==> config.mk <==
export PLATFORM = sky130hd
export DESIGN_NAME = pfcp_ram
export DESIGN_NICKNAME = d
export VERILOG_FILES = /design/src/hdl/pfcp_ram.sv
export SDC_FILE = /design/constraint.sdc
export NUM_CORES = 2
export LEC_CHECK = 0
export BUFFER_PORTS_ARGS = -buffer_cell sky130_fd_sc_hd__buf_4
export CAP_MARGIN = 0
export CELL_PAD_IN_SITES_DETAIL_PLACEMENT = 0
export CELL_PAD_IN_SITES_GLOBAL_PLACEMENT = 1
export CORE_ASPECT_RATIO = 1.5
export CORE_UTILIZATION = 50
export DETAILED_ROUTE_END_ITERATION = 16
export PLACE_DENSITY_LB_ADDON = 0.1
export SKIP_LAST_GASP = 1
export SYNTH_ARGS = -nofsm -noshare
export SYNTH_HDL_FRONTEND = slang
export SYNTH_SLANG_ARGS = --single-unit
==> constraint.sdc <==
create_clock -name clk -period 1.9 [get_ports clk]
set_input_delay 0 -clock clk [delete_from_list [all_inputs] [get_ports clk]]
set_output_delay 0 -clock clk [all_outputs]
set_load 0.05 [all_outputs]
==> src/hdl/pfcp_ram.sv <==
// Generic simple dual-port RAM with one write port and a registered read port.
`timescale 1ns / 1ps
module pfcp_ram #(
	parameter int WIDTH = 8,
	parameter int DEPTH = 256
) (
	input  logic                     clk,
	input  logic                     wr_en,
	input  logic [$clog2(DEPTH)-1:0] wr_addr,
	input  logic [WIDTH-1:0]         wr_data,
	input  logic                     rd_en,
	input  logic [$clog2(DEPTH)-1:0] rd_addr,
	output logic [WIDTH-1:0]         rd_data
);

	logic [WIDTH-1:0] mem [DEPTH];

	always_ff @(posedge clk) begin
		if (wr_en) begin
			mem[wr_addr] <= wr_data;
		end
		if (rd_en) begin
			rd_data <= mem[rd_addr];
		end
	end

endmodule

* After elaboration in Yosys (flattened, before gate mapping)
Memory sizes are Yosys's and may differ from the RTL's. A register that Yosys moved wholly into a read port is not among the register bits.
Cells that the tools add are included.
Widths: inputs -> output; s select.
** Word-level totals
- Memories kept :: 1
- RAM bits :: 2048
- Memory bits (read-only) :: 0
- Flip-flop bits (word level) :: 0
- Latch bits :: 0
** Operators by class
- Shifts and indexed selects :: 0
- Eq/ne operators :: 0
- Bitwise logic cells :: 0
- Muxes and demuxes :: 2
- Multipliers :: 0
- Add/subtract/negate cells :: 0
- Reduce and logical (&&, ||, !) cells :: 0
- Div/mod/pow operators :: 0
- Order comparisons :: 0
** Memories
- mem :: words 256, width 8, read ports 1, clocked after Yosys merged registers in 1, wr ports 1, line 16 : logic [WIDTH-1:0] mem [DEPTH];
** Operator list (count)
- $mux 1 :: 2

* Logic depth before layout (Yosys ltp)
- Word-level depth :: 2
- Gate-level depth with buffers :: 11

* Worst setup path after synthesis
Ideal clock, no wire load.
- Path type :: input port to flip-flop
- Start point :: in rd_addr[0]
- End point :: reg rd_data[2], read port of mem (data pin)
- Arrival :: 1807 ps
- Slack :: -176 ps
- Required time :: 1631 ps
- Cell stages on the path :: 9
- Cells stage by stage :: buf_6 > buf_12 > buf_8 > buf_2 > mux4_2 > a22oi_1 > a21oi_1 > nor4_1 > nor4_2
** RTL lines
- start: declaration :: line 12 : input logic [$clog2(DEPTH)-1:0] rd_addr,
- end: declaration :: line 13 : output logic [WIDTH-1:0] rd_data

==> run_results.csv <==
group,metric,value,unit
sta,post-route-period-util,1.280,
detailed_routing,wl,218000,um
worst_setup_path,critPathMaxFanout,2,
floorplan,start_util,0.5029,
synth,synth_cell_type_count,54,
worst_setup_path,r2r-end,"rd_data[0]",
floorplan,rows,179,
global_routing,top_usage_layer,"met2",
worst_setup_path,crit_chain,"mux2i_1, o221ai_1, a21oi_1, nor3_1, nor4_4, nor4_2",
global_routing,use_met1,0.3471,
sta,layout_setup_ws,-0.5323,ns
clock_network,clock_latency,0.82,ns
sta,finalCriticalPeriod,2.432,ns
floorplan,die_w,327.9,um
sta,worst_pin_slew,1.222,ns
power,p_leak,30.35,nW
synth,ys.flop_type,"edfxtp_1",
synth,synth_fp_nets,3760,
clock_network,post-cts-setup-buffers,0,
global_routing,grt_pass1_vias,42750,
final_layout,fin_nets,4451,
final_layout,drive_above_1_share,0.3399,
final_layout,fillCellCount,11280,
hold_path,hold_path_depth,5,
hold_path,hold_class,"in -> reg",
detailed_routing,via_per_inst,6.115,
outcome,violations,"negative setup slack",
sta,slew_viol_final,0,
power,vdd_drop_max,0.8958,mV
global_routing,grt_max_degree,113,
worst_setup_path,rrSetupSlack,-0.53,ns
detailed_routing,drt_iter0_drc,4463,
worst_setup_path,required,2.55,ns
placement,placed_area,87490,sq um
placement,gp_congestion,0.8658,
power,p_per_area,982.8,nW/um^2
synth,syn_inst,3733,
clock_network,cts_buffers,184,
placement,dp_hpwl,150100,um
sta,setup_violations,8,
global_routing,grt_pass1_wl,311600,um
detailed_routing,drt_drc_violations_left,0,
clock_network,cts_root_buffer,"clkbuf_16",
synth,yosysSeqAreaShare,0.7753,
clock_network,cts_tree,"yes",
worst_setup_path,cp_data_arrival_time,3.08,ns
detailed_routing,antenna_left,0,
hold_path,hold_path_startpoint,"wr_addr[2]",
synth,synth-edff-count,2056,
floorplan,num_io_pins,35,
global_routing,grtUsageMet2,0.4837,
global_routing,grt_overflow,0,
sta,rsz0062_at_grt,"yes",
worst_setup_path,worst_setup_path_start_kind,"flip-flop",
synth,synth_warnings,0,
global_routing,gr-usage-met3,0.03746,
clock_network,cts_buffer_depth,3,
clock_network,cts_sinks,2056,
clock_network,htreeDepth,4,
worst_setup_path,cp_slowest_cell,"nor3_1",
placement,io_buffers,34,
sta,slew_headroom,0.1788,
sta,fin_setup_tns,-3.044,ns
hold_path,hold_end,"mem[158][7]",
clock_network,clk_pin_slew_worst_paths,0.07,ns
worst_setup_path,worstReg2RegStart,"mem[253][0]",
floorplan,die_area,160900,sq um
sta,max_clock_freq,411.1,MHz
floorplan,core-area,158300,sq um
detailed_routing,via_count,40730,
synth,syn_area_per_cell,21.33,sq um
outcome,status,"finished with violations",
detailed_routing,dr.pass1.iters,7,
sta,skew,0.02518,ns
final_layout,area_delta_synth_final,18.19,%
global_routing,antenna_found_initial,13,
sta,hold_viol,0,
sta,whs,0.1129,ns
synth,synthArstFlopShare,0,
worst_setup_path,ff2ff_path_depth,6,
job,drv_cap,0,
floorplan,die_height,490.8,um
detailed_routing,wl_per_cell,32.74,um
worst_setup_path,crit_path_max_incr_delay,0.70,ns
worst_setup_path,critPathKind,"reg -> reg",
synth,syn-cell-area,79640,sq um
final_layout,design_area,94120,sq um
global_routing,gr-usage-all-layers,0.2754,
synth,ys_ff_latch,2056,
worst_setup_path,critPathCaptureType,"flip-flop",
[layout by cell type (no fill, tap or decap), types with 18 or more instances in the layout]
cell type	n
clkinv_2	38
nor2_2	28
clkbuf_16	190
mux4_2	455
edfxtp_1	2056
dlygate4sd3_1	18
a21oi_1	88
nor2b_1	27
o22ai_1	27
mux2i_1	134
nor2_1	249
a22oi_1	124
clkinv_1	39
nand2_1	33
clkbuf_1	41
nand3_1	34
buf_12	88
buf_4	621
o221ai_1	45
[metal layers]
metal,part of all wire,up-vias
li1,-,17040
met1,0.37,21770
met2,0.53,1540
met3,0.058,362
met4,0.039,8
met5,0.00021,-
[layout make-up]
type,instances,area [sq um],area share
Inverter,2,7.507,0.00007976
Antenna cell,4,10.01,0.0001063
Multi-Input combinational cell,1442,17140,0.1821
Clock inverter,106,953.4,0.01013
Clock buffer,231,4908,0.05215
Tap cell,2081,2604,0.02766
Timing Repair Buffer,738,6755,0.07177
Sequential cell,2056,61740,0.6560
[worst max path at each step]
stage	from	to	slack, ns	depth (start not counted)
6_report	mem[253][0]	rd_data[0]	-0.53	6
5_1_grt	mem[131][0]	rd_data[0]	-0.52	7
4_1_cts	mem[131][0]	rd_data[0]	-0.53	7
3_5_place_dp	rd_addr[0]	rd_data[7]	-1.48	10
3_3_place_gp	rd_addr[0]	rd_data[1]	-1.90	10
2_1_floorplan	rd_addr[0]	rd_data[0]	-0.06	9
[critical path, delay by kind of cell, from the launching register on]
kind	cells	cell delay [ns]
AND/OR/NAND/NOR	3	1.18
AO/OA/AOI/OAI	2	0.66
flip-flops	1	0.34
multiplexers	1	0.07
[stage by stage]
step                      total power, mW  setup slack [ns]  cells    util
after floorplan                     53.60          -0.05740   3733       -
after global placement              56.52            -1.896   6305  0.5524
after detailed placement            56.64            -1.480   6306  0.5525
after CTS                           93.11           -0.5336   6656  0.5934
after global routing                94.77           -0.5158   6659  0.5944
final                               92.51           -0.5323   6660  0.5944
[repair_timing]
item / 4_1_cts / 5_1_grt
setup endpoints to repair: 8 / 196
gates resized for setup: 82 / 39
endpoints found under the hold margin: 1258 / 0
hold buffers: 18 / 0
pin swaps: 29 / 18
[synthesized netlist by cell type (all sizes together), types with 2 or more instances]
cell | number | area, sq um
a22o | 8 | 70.07
mux4 | 456 | 10280
nor4 | 27 | 187.7
nor2b | 31 | 193.9
o22ai | 28 | 175.2
nor2 | 282 | 1059
a22oi | 133 | 998.5
o32ai | 5 | 51.30
nand2 | 33 | 123.9
nor3 | 22 | 110.1
mux2i | 134 | 1341
a31oi | 2 | 12.51
a221oi | 14 | 128.9
or2 | 4 | 25.02
nand4 | 10 | 62.56
a2111oi | 5 | 52.55
and3b | 2 | 17.52
nand3 | 34 | 170.2
a311oi | 2 | 17.52
a21oi | 96 | 480.5
clkbuf | 111 | 416.7
o221ai | 47 | 417.9
and2 | 6 | 37.54
edfxtp | 2056 | 61740
o211ai | 10 | 75.07
nand2b | 8 | 50.05
buf | 122 | 1032
o22a | 5 | 43.79
o21ai | 12 | 60.06
a211oi | 16 | 120.1
nand3b | 2 | 15.01
[cells by family (layout without fill, tap and decap cells)]
logic type | Yosys count | in the layout | share of synthesized area
buffers and inverters | 235 | 1077 | 0.01829
AO/OA/AOI/OAI | 385 | 385 | 0.03416
multiplexers | 591 | 591 | 0.1460
AND/OR/NAND/NOR | 466 | 466 | 0.02625
flip-flops | 2056 | 2056 | 0.7753
other | 0 | 4 | 0
[state kept, by name, indices dropped and copies added, names as in the netlist]
name and flops:
rd_data 8, mem 2048
[power breakdown]
part / switching, mW / internal, mW
sequential: 0.0737 / 50.0
combinational: 3.45 / 2.31
clock: 16.2 / 20.5
No activity file was read; power rests on OpenSTA's default activity.
