### config.mk
export PLATFORM = sky130hd
export DESIGN_NAME = pfcp_build
export DESIGN_NICKNAME = d
export VERILOG_FILES = /design/src/hdl/pfcp_pkg.sv /design/src/hdl/pfcp_build.sv
export SDC_FILE = /design/constraint.sdc
export NUM_CORES = 1
export LEC_CHECK = 0
export ABC_CLOCK_PERIOD_IN_PS = 7190
export BUFFER_PORTS_ARGS = -buffer_cell sky130_fd_sc_hd__buf_4
export CORE_MARGIN = 3
export CORE_UTILIZATION = 40
export CTS_CLUSTER_DIAMETER = 200
export CTS_CLUSTER_SIZE = 40
export DETAILED_ROUTE_END_ITERATION = 12
export PLACE_DENSITY_LB_ADDON = 0.08
export REMOVE_ABC_BUFFERS = 1
export SLEW_MARGIN = 20
export SYNTH_ARGS = -nofsm -noshare
export SYNTH_HDL_FRONTEND = slang
export SYNTH_SLANG_ARGS = --single-unit
export TNS_END_PERCENT = 20
### constraint.sdc
create_clock -name clk -period 7.19 [get_ports clk]
set_input_delay 0.3595 -clock clk [delete_from_list [all_inputs] [get_ports clk]]
set_output_delay 0.3595 -clock clk [all_outputs]
set_load 0.02 [all_outputs]
### src/hdl/pfcp_pkg.sv
// Shared constants, codes and types of the prime factor count prefix table.
`timescale 1ns / 1ps
package pfcp_pkg;

	localparam int MAX_N    = 65536;
	localparam int ADDR_W   = $clog2(MAX_N);
	localparam int IDX_W    = 16;
	localparam int TOTAL_W  = 21;
	localparam int STATUS_W = 2;
	localparam int S_DATA_W = 2 * IDX_W;
	localparam int M_DATA_W = ((TOTAL_W + STATUS_W + 7) / 8) * 8;
	localparam int M_PAD_W  = M_DATA_W - TOTAL_W - STATUS_W;

	localparam logic KIND_BUILD = 1'b0;
	localparam logic KIND_QUERY = 1'b1;

	localparam logic [STATUS_W-1:0] STAT_OK        = 2'd0;
	localparam logic [STATUS_W-1:0] STAT_NOT_BUILT = 2'd1;
	localparam logic [STATUS_W-1:0] STAT_RANGE     = 2'd2;
	localparam logic [STATUS_W-1:0] STAT_ORDER     = 2'd3;

	typedef struct packed {
		logic               rd_en;
		logic [ADDR_W-1:0]  rd_addr;
		logic               wr_en;
		logic [ADDR_W-1:0]  wr_addr;
		logic [TOTAL_W-1:0] wr_data;
	} mem_req_t;

endpackage

### src/hdl/pfcp_build.sv
// Build sequencer: clears the table, sieves prime-power multiples and forms prefix sums.
`timescale 1ns / 1ps
module pfcp_build (
	input  logic                          clk,
	input  logic                          arst_n,
	input  logic                          start,
	input  logic [pfcp_pkg::ADDR_W-1:0]   lim,
	input  logic [pfcp_pkg::TOTAL_W-1:0]  rd_data,
	output pfcp_pkg::mem_req_t            req,
	output logic                          done
);
	import pfcp_pkg::*;

	localparam logic [2:0] B_IDLE = 3'd0;
	localparam logic [2:0] B_CLR  = 3'd1;
	localparam logic [2:0] B_TEST = 3'd2;
	localparam logic [2:0] B_CHK  = 3'd3;
	localparam logic [2:0] B_RUN  = 3'd4;
	localparam logic [2:0] B_POW  = 3'd5;
	localparam logic [2:0] B_PCMP = 3'd6;
	localparam logic [2:0] B_SUM  = 3'd7;

	localparam logic [ADDR_W:0] ONE = (ADDR_W + 1)'(1);
	localparam logic [ADDR_W:0] TWO = (ADDR_W + 1)'(2);

	logic [2:0]          state_q;
	logic [ADDR_W:0]     cnt_q;
	logic [ADDR_W:0]     j_q;
	logic [ADDR_W-1:0]   p_q;
	logic [ADDR_W-1:0]   q_q;
	logic [2*ADDR_W-1:0] prod_q;
	logic                wr_pend_q;
	logic                wr_sum_q;
	logic [ADDR_W-1:0]   wr_addr_q;
	logic [TOTAL_W-1:0]  acc_q;

	logic [ADDR_W:0]     lim_ext;
	logic [TOTAL_W-1:0]  sum_val;

	assign lim_ext = {1'b0, lim};
	assign sum_val = acc_q + rd_data;
	assign done    = (state_q == B_SUM) && (j_q > lim_ext);

	always_comb begin
		req = '0;
		case (state_q)
			B_CLR: begin
				req.wr_en   = 1'b1;
				req.wr_addr = j_q[ADDR_W-1:0];
				req.wr_data = (j_q == ONE) ? TOTAL_W'(1) : '0;
			end
			B_TEST: begin
				req.rd_en   = (cnt_q <= lim_ext);
				req.rd_addr = cnt_q[ADDR_W-1:0];
			end
			B_RUN, B_SUM: begin
				req.rd_en   = (j_q <= lim_ext);
				req.rd_addr = j_q[ADDR_W-1:0];
			end
			default: begin
			end
		endcase
		if (wr_pend_q) begin
			req.wr_en   = 1'b1;
			req.wr_addr = wr_addr_q;
			req.wr_data = wr_sum_q ? sum_val : rd_data + TOTAL_W'(1);
		end
	end

	always_ff @(posedge clk or negedge arst_n) begin
		if (!arst_n) begin
			state_q   <= B_IDLE;
			wr_pend_q <= 1'b0;
		end else begin
			wr_pend_q <= 1'b0;
			case (state_q)
				B_IDLE: begin
					if (start) begin
						state_q <= B_CLR;
					end
				end
				B_CLR: begin
					if (j_q == lim_ext) begin
						state_q <= B_TEST;
					end
				end
				B_TEST: begin
					state_q <= (cnt_q > lim_ext) ? B_SUM : B_CHK;
				end
				B_CHK: begin
					state_q <= (rd_data == '0) ? B_RUN : B_TEST;
				end
				B_RUN: begin
					if (j_q <= lim_ext) begin
						wr_pend_q <= 1'b1;
					end else begin
						state_q <= B_POW;
					end
				end
				B_POW: begin
					state_q <= B_PCMP;
				end
				B_PCMP: begin
					state_q <= (prod_q <= {{ADDR_W{1'b0}}, lim}) ? B_RUN : B_TEST;
				end
				B_SUM: begin
					if (j_q <= lim_ext) begin
						wr_pend_q <= 1'b1;
					end else begin
						state_q <= B_IDLE;
					end
				end
				default: begin
					state_q <= B_IDLE;
				end
			endcase
		end
	end

	always_ff @(posedge clk) begin
		if (wr_pend_q && wr_sum_q) begin
			acc_q <= sum_val;
		end
		case (state_q)
			B_IDLE: begin
				j_q <= '0;
			end
			B_CLR: begin
				j_q   <= j_q + ONE;
				cnt_q <= TWO;
			end
			B_TEST: begin
				j_q   <= '0;
				acc_q <= '0;
			end
			B_CHK: begin
				if (rd_data == '0) begin
					p_q <= cnt_q[ADDR_W-1:0];
					q_q <= cnt_q[ADDR_W-1:0];
					j_q <= cnt_q;
				end else begin
					cnt_q <= cnt_q + ONE;
				end
			end
			B_RUN: begin
				wr_sum_q  <= 1'b0;
				wr_addr_q <= j_q[ADDR_W-1:0];
				j_q       <= j_q + {1'b0, q_q};
			end
			B_POW: begin
				prod_q <= {{ADDR_W{1'b0}}, q_q} * {{ADDR_W{1'b0}}, p_q};
			end
			B_PCMP: begin
				if (prod_q <= {{ADDR_W{1'b0}}, lim}) begin
					q_q <= prod_q[ADDR_W-1:0];
					j_q <= {1'b0, prod_q[ADDR_W-1:0]};
				end else begin
					cnt_q <= cnt_q + ONE;
				end
			end
			B_SUM: begin
				wr_sum_q  <= 1'b1;
				wr_addr_q <= j_q[ADDR_W-1:0];
				j_q       <= j_q + ONE;
			end
			default: begin
			end
		endcase
	end

endmodule

[After elaboration in Yosys (flattened, before gate mapping)]
Cells that the tools add are included.
Storage, ports and cells
  bits in latches: 0
  memory bits (writable): 0
  output and inout port bits: 56
  bits of input ports: 40
  register bits: 140
  memory bits (read-only): 0
  memories kept: 0
  logic and storage cells: 79
Cells by class
  shift-type cells: 0
  add/sub/neg operators: 5
  divide/modulo/power cells: 0
  bitwise logic cells: 0
  equality and inequality tests: 17
  reductions and logical operators: 16
  mux-type cells: 25
  magnitude comparators: 5
  $mul: 1
Operator list (number)
  $pmux W17 S5: 1
  $mux W38: 2
  $mux W17: 4
  $pmux W17 S3: 1
  $add A17 B1 Y17 const B: 2
  $gt A17 B16 Y1: 2
  $le A17 B16 Y1: 2
  $pmux W17 S2: 1
  $le A32 B16 Y1: 1
  $mul A16 B16 Y32: 1
  $mux W16: 2
  $pmux W16 S2: 1
  $pmux W3 S8: 1
  $add A21 B1 Y21 const B: 1
  $add A21 B21 Y21: 1
  $logic_not A21 Y1: 1
  $mux W21: 1
  $mux W3: 7
  $add A17 B16 Y17: 1
  $eq A17 B1 Y1 const B: 1
  $eq A17 B16 Y1: 1
  $ne A2 B2 Y1 const B: 8
  $eq A3 B3 Y1 const B: 4
  $reduce_and A3 Y1: 3
  12 further kinds: 19

[Logic depth before layout (Yosys ltp)]
  depth after elaboration: 4
  gate-level depth with buffers: 23
  mapped depth without buffers: 22

[Worst setup path after synthesis]
OpenSTA, ideal clock, no wires.
  path kind: reg2reg
  start: register p_q[6]
  end: register prod_q[31] (data pin)
  clock period less this slack: 6165 ps
  stages on the path, launching flop included: 22
  arrival: 5908 ps
  required time: 6932 ps
  setup slack: 1025 ps
  cells stage by stage: edfxtp_1 > clkbuf_1 > and2_1 > fa_1 > inv_1 > fa_1 > inv_1 > fa_1 > fa_1 > fa_1 > inv_1 > fa_1 > inv_1 > ha_1 > a21o_1 > a221oi_1 > a2bb2oi_1 > o2111a_2 > nor3_2 > a2111oi_4 > a21oi_2 > xnor2_1
Between the ends
  word-level cells in the longest chain between the ends: 1
Ends and longest elaborated chain
  from (decl): RTL line pfcp_build.sv:29  | logic [ADDR_W-1:0] p_q;
  from (signal assigned): RTL line pfcp_build.sv:138  | p_q <= cnt_q[ADDR_W-1:0];
  $mul A16 B16 Y32: RTL line pfcp_build.sv:151  | prod_q <= {{ADDR_W{1'b0}}, q_q} * {{ADDR_W{1'b0}}, p_q};
  to (signal assigned): RTL line pfcp_build.sv:151
  to (decl): RTL line pfcp_build.sv:31  | logic [2*ADDR_W-1:0] prod_q;
No other way between the ends.
A chain may end at the register's enable or synchronous reset.

[Final worst setup path]
  start: register p_q[7]
  end: register prod_q[31] (data pin)
Same word-level chain as after synthesis.

==> impl_metrics.tcl <==
set metrics [dict create \
    status "complete, no violations" \
    p_leak_nw 9.207 \
    finalMaxSlewViolations 0 \
    drt_iter0_markers 1019 \
    muxShareOfSynthArea_pct 0.2239 \
    drc 0 \
    endpoint_kind "flip-flop" \
    core_area_um2 43650 \
    gr-total-overflow 0 \
    path_common_cell "fa_1" \
    hp-class "primary input to async pin" \
    min_period_ns 6.660 \
    num_vias 14330 \
    die_area_um2 47270 \
    crit_required_ns 7.43 \
    firstDrtPassIters 6 \
    hpwl_mm 42.03 \
    synth-compound-area-share_pct 13.04 \
    clock_tree.root_cell "clkbuf_16" \
    grt_pass1_vias 14740 \
    rows 76 \
    wl_per_cell_um 19.92 \
    cts-htree-levels 4 \
    hold_viol 0 \
    rr_startpoint "p_q[7]$_DFFE_PP_" \
    post-place-ws_ns 0.5599 \
    numPortBuffers 95 \
    fin_tns_setup_ns 0 \
    synth_cells 1967 \
    synth_edf_count 115 \
    synth_seq_cells 140 \
    total_power_w 0.004983 \
    wl_mm 52.63 \
    slew_headroom_pct 37.26 \
    slowest_delay_ns 0.80 \
    drive_gt1_share_pct 8.706 \
    cts_made_buffers 17 \
    cts.sinks 140 \
    crit_start "p_q[7]$_DFFE_PP_" \
    max_cap_violations 0 \
    finalCritPeriodShare_pct 92.62 \
    yosys_warnings 0 \
    start_util_pct 40.96 \
    antenna_found_initial 4 \
    tightest_slew_ns 0.9412 \
    cts_tree "done" \
    grt_max_degree 56 \
    rsz0062_at_grt "false" \
    crit_path_max_fanout 16 \
    cpMaxStageDelayCell "edfxtp_1" \
    cp.arrival_ns 6.90 \
    ys.flop_type "edfxtp_1" \
    fill_cells 4221 \
    setup_ws_ns 0.5303 \
    crit_chain "nand2_1 -> fa_1 -> inv_1 -> fa_1 -> inv_1 -> fa_1 -> inv_1 -> fa_1 -> fa_1 -> inv_1 -> fa_1 -> inv_1 -> ha_1 -> a21o_1 -> a221oi_1 -> a2bb2oi_1 -> o2111a_2 -> nor3_2 -> a2111oi_4 -> a21oi_2 -> xnor2_1" \
    cts_max_path_buffers 2 \
    postCtsResizedCells 0 \
    syn_area_um2 17880 \
    ys_types 72 \
    avgSynthCellArea_um2 9.089 \
    fmax_mhz 150.2 \
    ir_drop_mv 0.2330 \
    gp_congestion 0.8605 \
    setup_viol 0 \
    routed_via_density 5.424 \
    synthArstFlopShare_pct 2.857 \
    grt_usage_pct 23.15 \
    synth_top_family_by_area "adder cells" \
    die_w_um 217.4 \
    skew_ns 0.01057 \
    insertion_delay_ns 0.48 \
    nets 2470 \
    clkTransAtPathRegs_ns 0.07 \
    syn_to_final_growth_pct 11.37 \
    grt_pass1_wl_mm 84.25 \
    antenna_left 0 \
    multi_input_area_um2 12650 \
    ys_seq_area_share_pct 22.23 \
    crit_type "flip-flop to flip-flop" \
    seq_area_um2 3974 \
    die_h_um 217.4 \
    io_pins 96 \
    synth_xor_area_share_pct 4.262 \
    power.density_nw_per_um2 250.2 \
    synth-simple-area-share_pct 17.83 \
    synthAdderAreaFrac_pct 35.31 \
    start_kind "flip-flop" \
]
## cells in the mapped netlist (42+ instances only)
| cell | n | area, µm² |
|---|---|---|
| nor2_1 | 109 | 409.1 |
| a21oi_1 | 89 | 445.4 |
| and2_1 | 134 | 838.3 |
| nand2_1 | 268 | 1006 |
| inv_1 | 263 | 987.2 |
| clkbuf_1 | 66 | 247.7 |
| o21ai_0 | 44 | 220.2 |
| a21o_1 | 42 | 315.3 |
| fa_1 | 196 | 3924 |
| ha_1 | 191 | 2390 |
| edfxtp_1 | 115 | 3453 |
| xnor2_1 | 57 | 499.2 |
## logic make-up (layout without fill, tap and decap cells)
logic type | count (synthesis) | count (layout)
flip-flops | 140 | 140
adder cells (fa/ha/maj) | 387 | 387
other | 0 | 1
multiplexers | 4 | 4
AO/OA/AOI/OAI | 348 | 348
XOR/XNOR | 87 | 87
AND/OR/NAND/NOR | 663 | 663
buffers and inverters | 338 | 427
## state kept, by name, summed over array words and instances (netlist names)
name       cells
state_q        3
j_q           17
prod_q        32
acc_q         21
wr_pend_q      1
cnt_q         17
q_q           16
wr_addr_q     16
wr_sum_q       1
p_q           16
## power by group
group / switching (W) / internal (W)
Sequential: 0.000329 / 0.00121
Clock: 0.000434 / 0.000488
Combinational: 0.00155 / 0.000974
## per-stage QoR
stage / cells / utilization (%) / hold slack, ns / cell area (µm²)
after floorplan: 1893 / - / 0.06391 / 17600
after global placement: 2608 / 44.27 / 0.1597 / 19320
after detailed placement: 2608 / 44.27 / 0.1606 / 19320
after CTS: 2641 / 45.61 / 0.1897 / 19910
after global routing: 2641 / 45.61 / 0.2218 / 19910
final: 2642 / 45.62 / 0.2186 / 19910
## final cells by class
cell class                      count  share of cell area [%]
Multi-Input combinational cell   1489                   63.54
Sequential cell                   140                   19.96
Inverter                          264                   4.977
Timing Repair Buffer              131                   4.952
Tap cell                          585                   3.676
Clock buffer                       17                   2.136
Clock inverter                     15                  0.7541
Antenna cell                        1                 0.01257
## layout by cell type (no fill, tap or decap), drive strengths merged, types with 11 or more instances in the layout
master / n
dfxtp: 21
xnor2: 57
a21o: 42
and2: 135
xor2: 30
inv: 273
o211ai: 12
clkbuf: 17
and3: 11
nand4: 22
o21ai: 62
o21a: 17
nor4: 17
nor3: 17
nand2: 268
a211oi: 18
a31oi: 11
edfxtp: 115
nand3: 37
a21oi: 90
nor2b: 12
buf: 130
nor2: 109
o21bai: 13
ha: 191
a22o: 30
fa: 196
## worst paths after layout
check | end | slack, ns | cells after the start
max | prod_q[31]$_DFFE_PP_ | 0.53 | 21
min | wr_pend_q$_DFF_PN0_ | 0.22 | 2
max reg2reg | prod_q[31]$_DFFE_PP_ | 0.53 | 21
min reg2reg | acc_q[19]$_SDFFE_PP0P_ | 0.46 | 2
max in group asynchronous | state_q[0]$_DFFE_PN0P_ | 6.87 | 2
min in group clk | state_q[0]$_DFFE_PN0P_ | 0.29 | 5
## critical path: cells and delay by family, from the launching register on
kind	cells	cell delay, ns
buffers and inverters	5	0.26
flip-flops	1	0.80
XOR/XNOR	1	0.13
AND/OR/NAND/NOR	2	0.26
adder cells (fa/ha/maj)	7	3.35
AO/OA/AOI/OAI	6	1.62
## routing by layer
layer | wire (µm) | vias up | GRT usage [%]
met5 | 7 | - | 0
met4 | 1408 | 2 | 7.349
met3 | 2519 | 77 | 4.208
met2 | 24510 | 326 | 37.62
met1 | 24190 | 7161 | 31.48
li1 | - | 6765 | -
## what timing repair did
action                                 CTS  global route
setup buffers                            0             0
hold buffers                             1             0
endpoints found under the hold margin    4             0
Note: power is estimated with default switching activity, not from simulation.
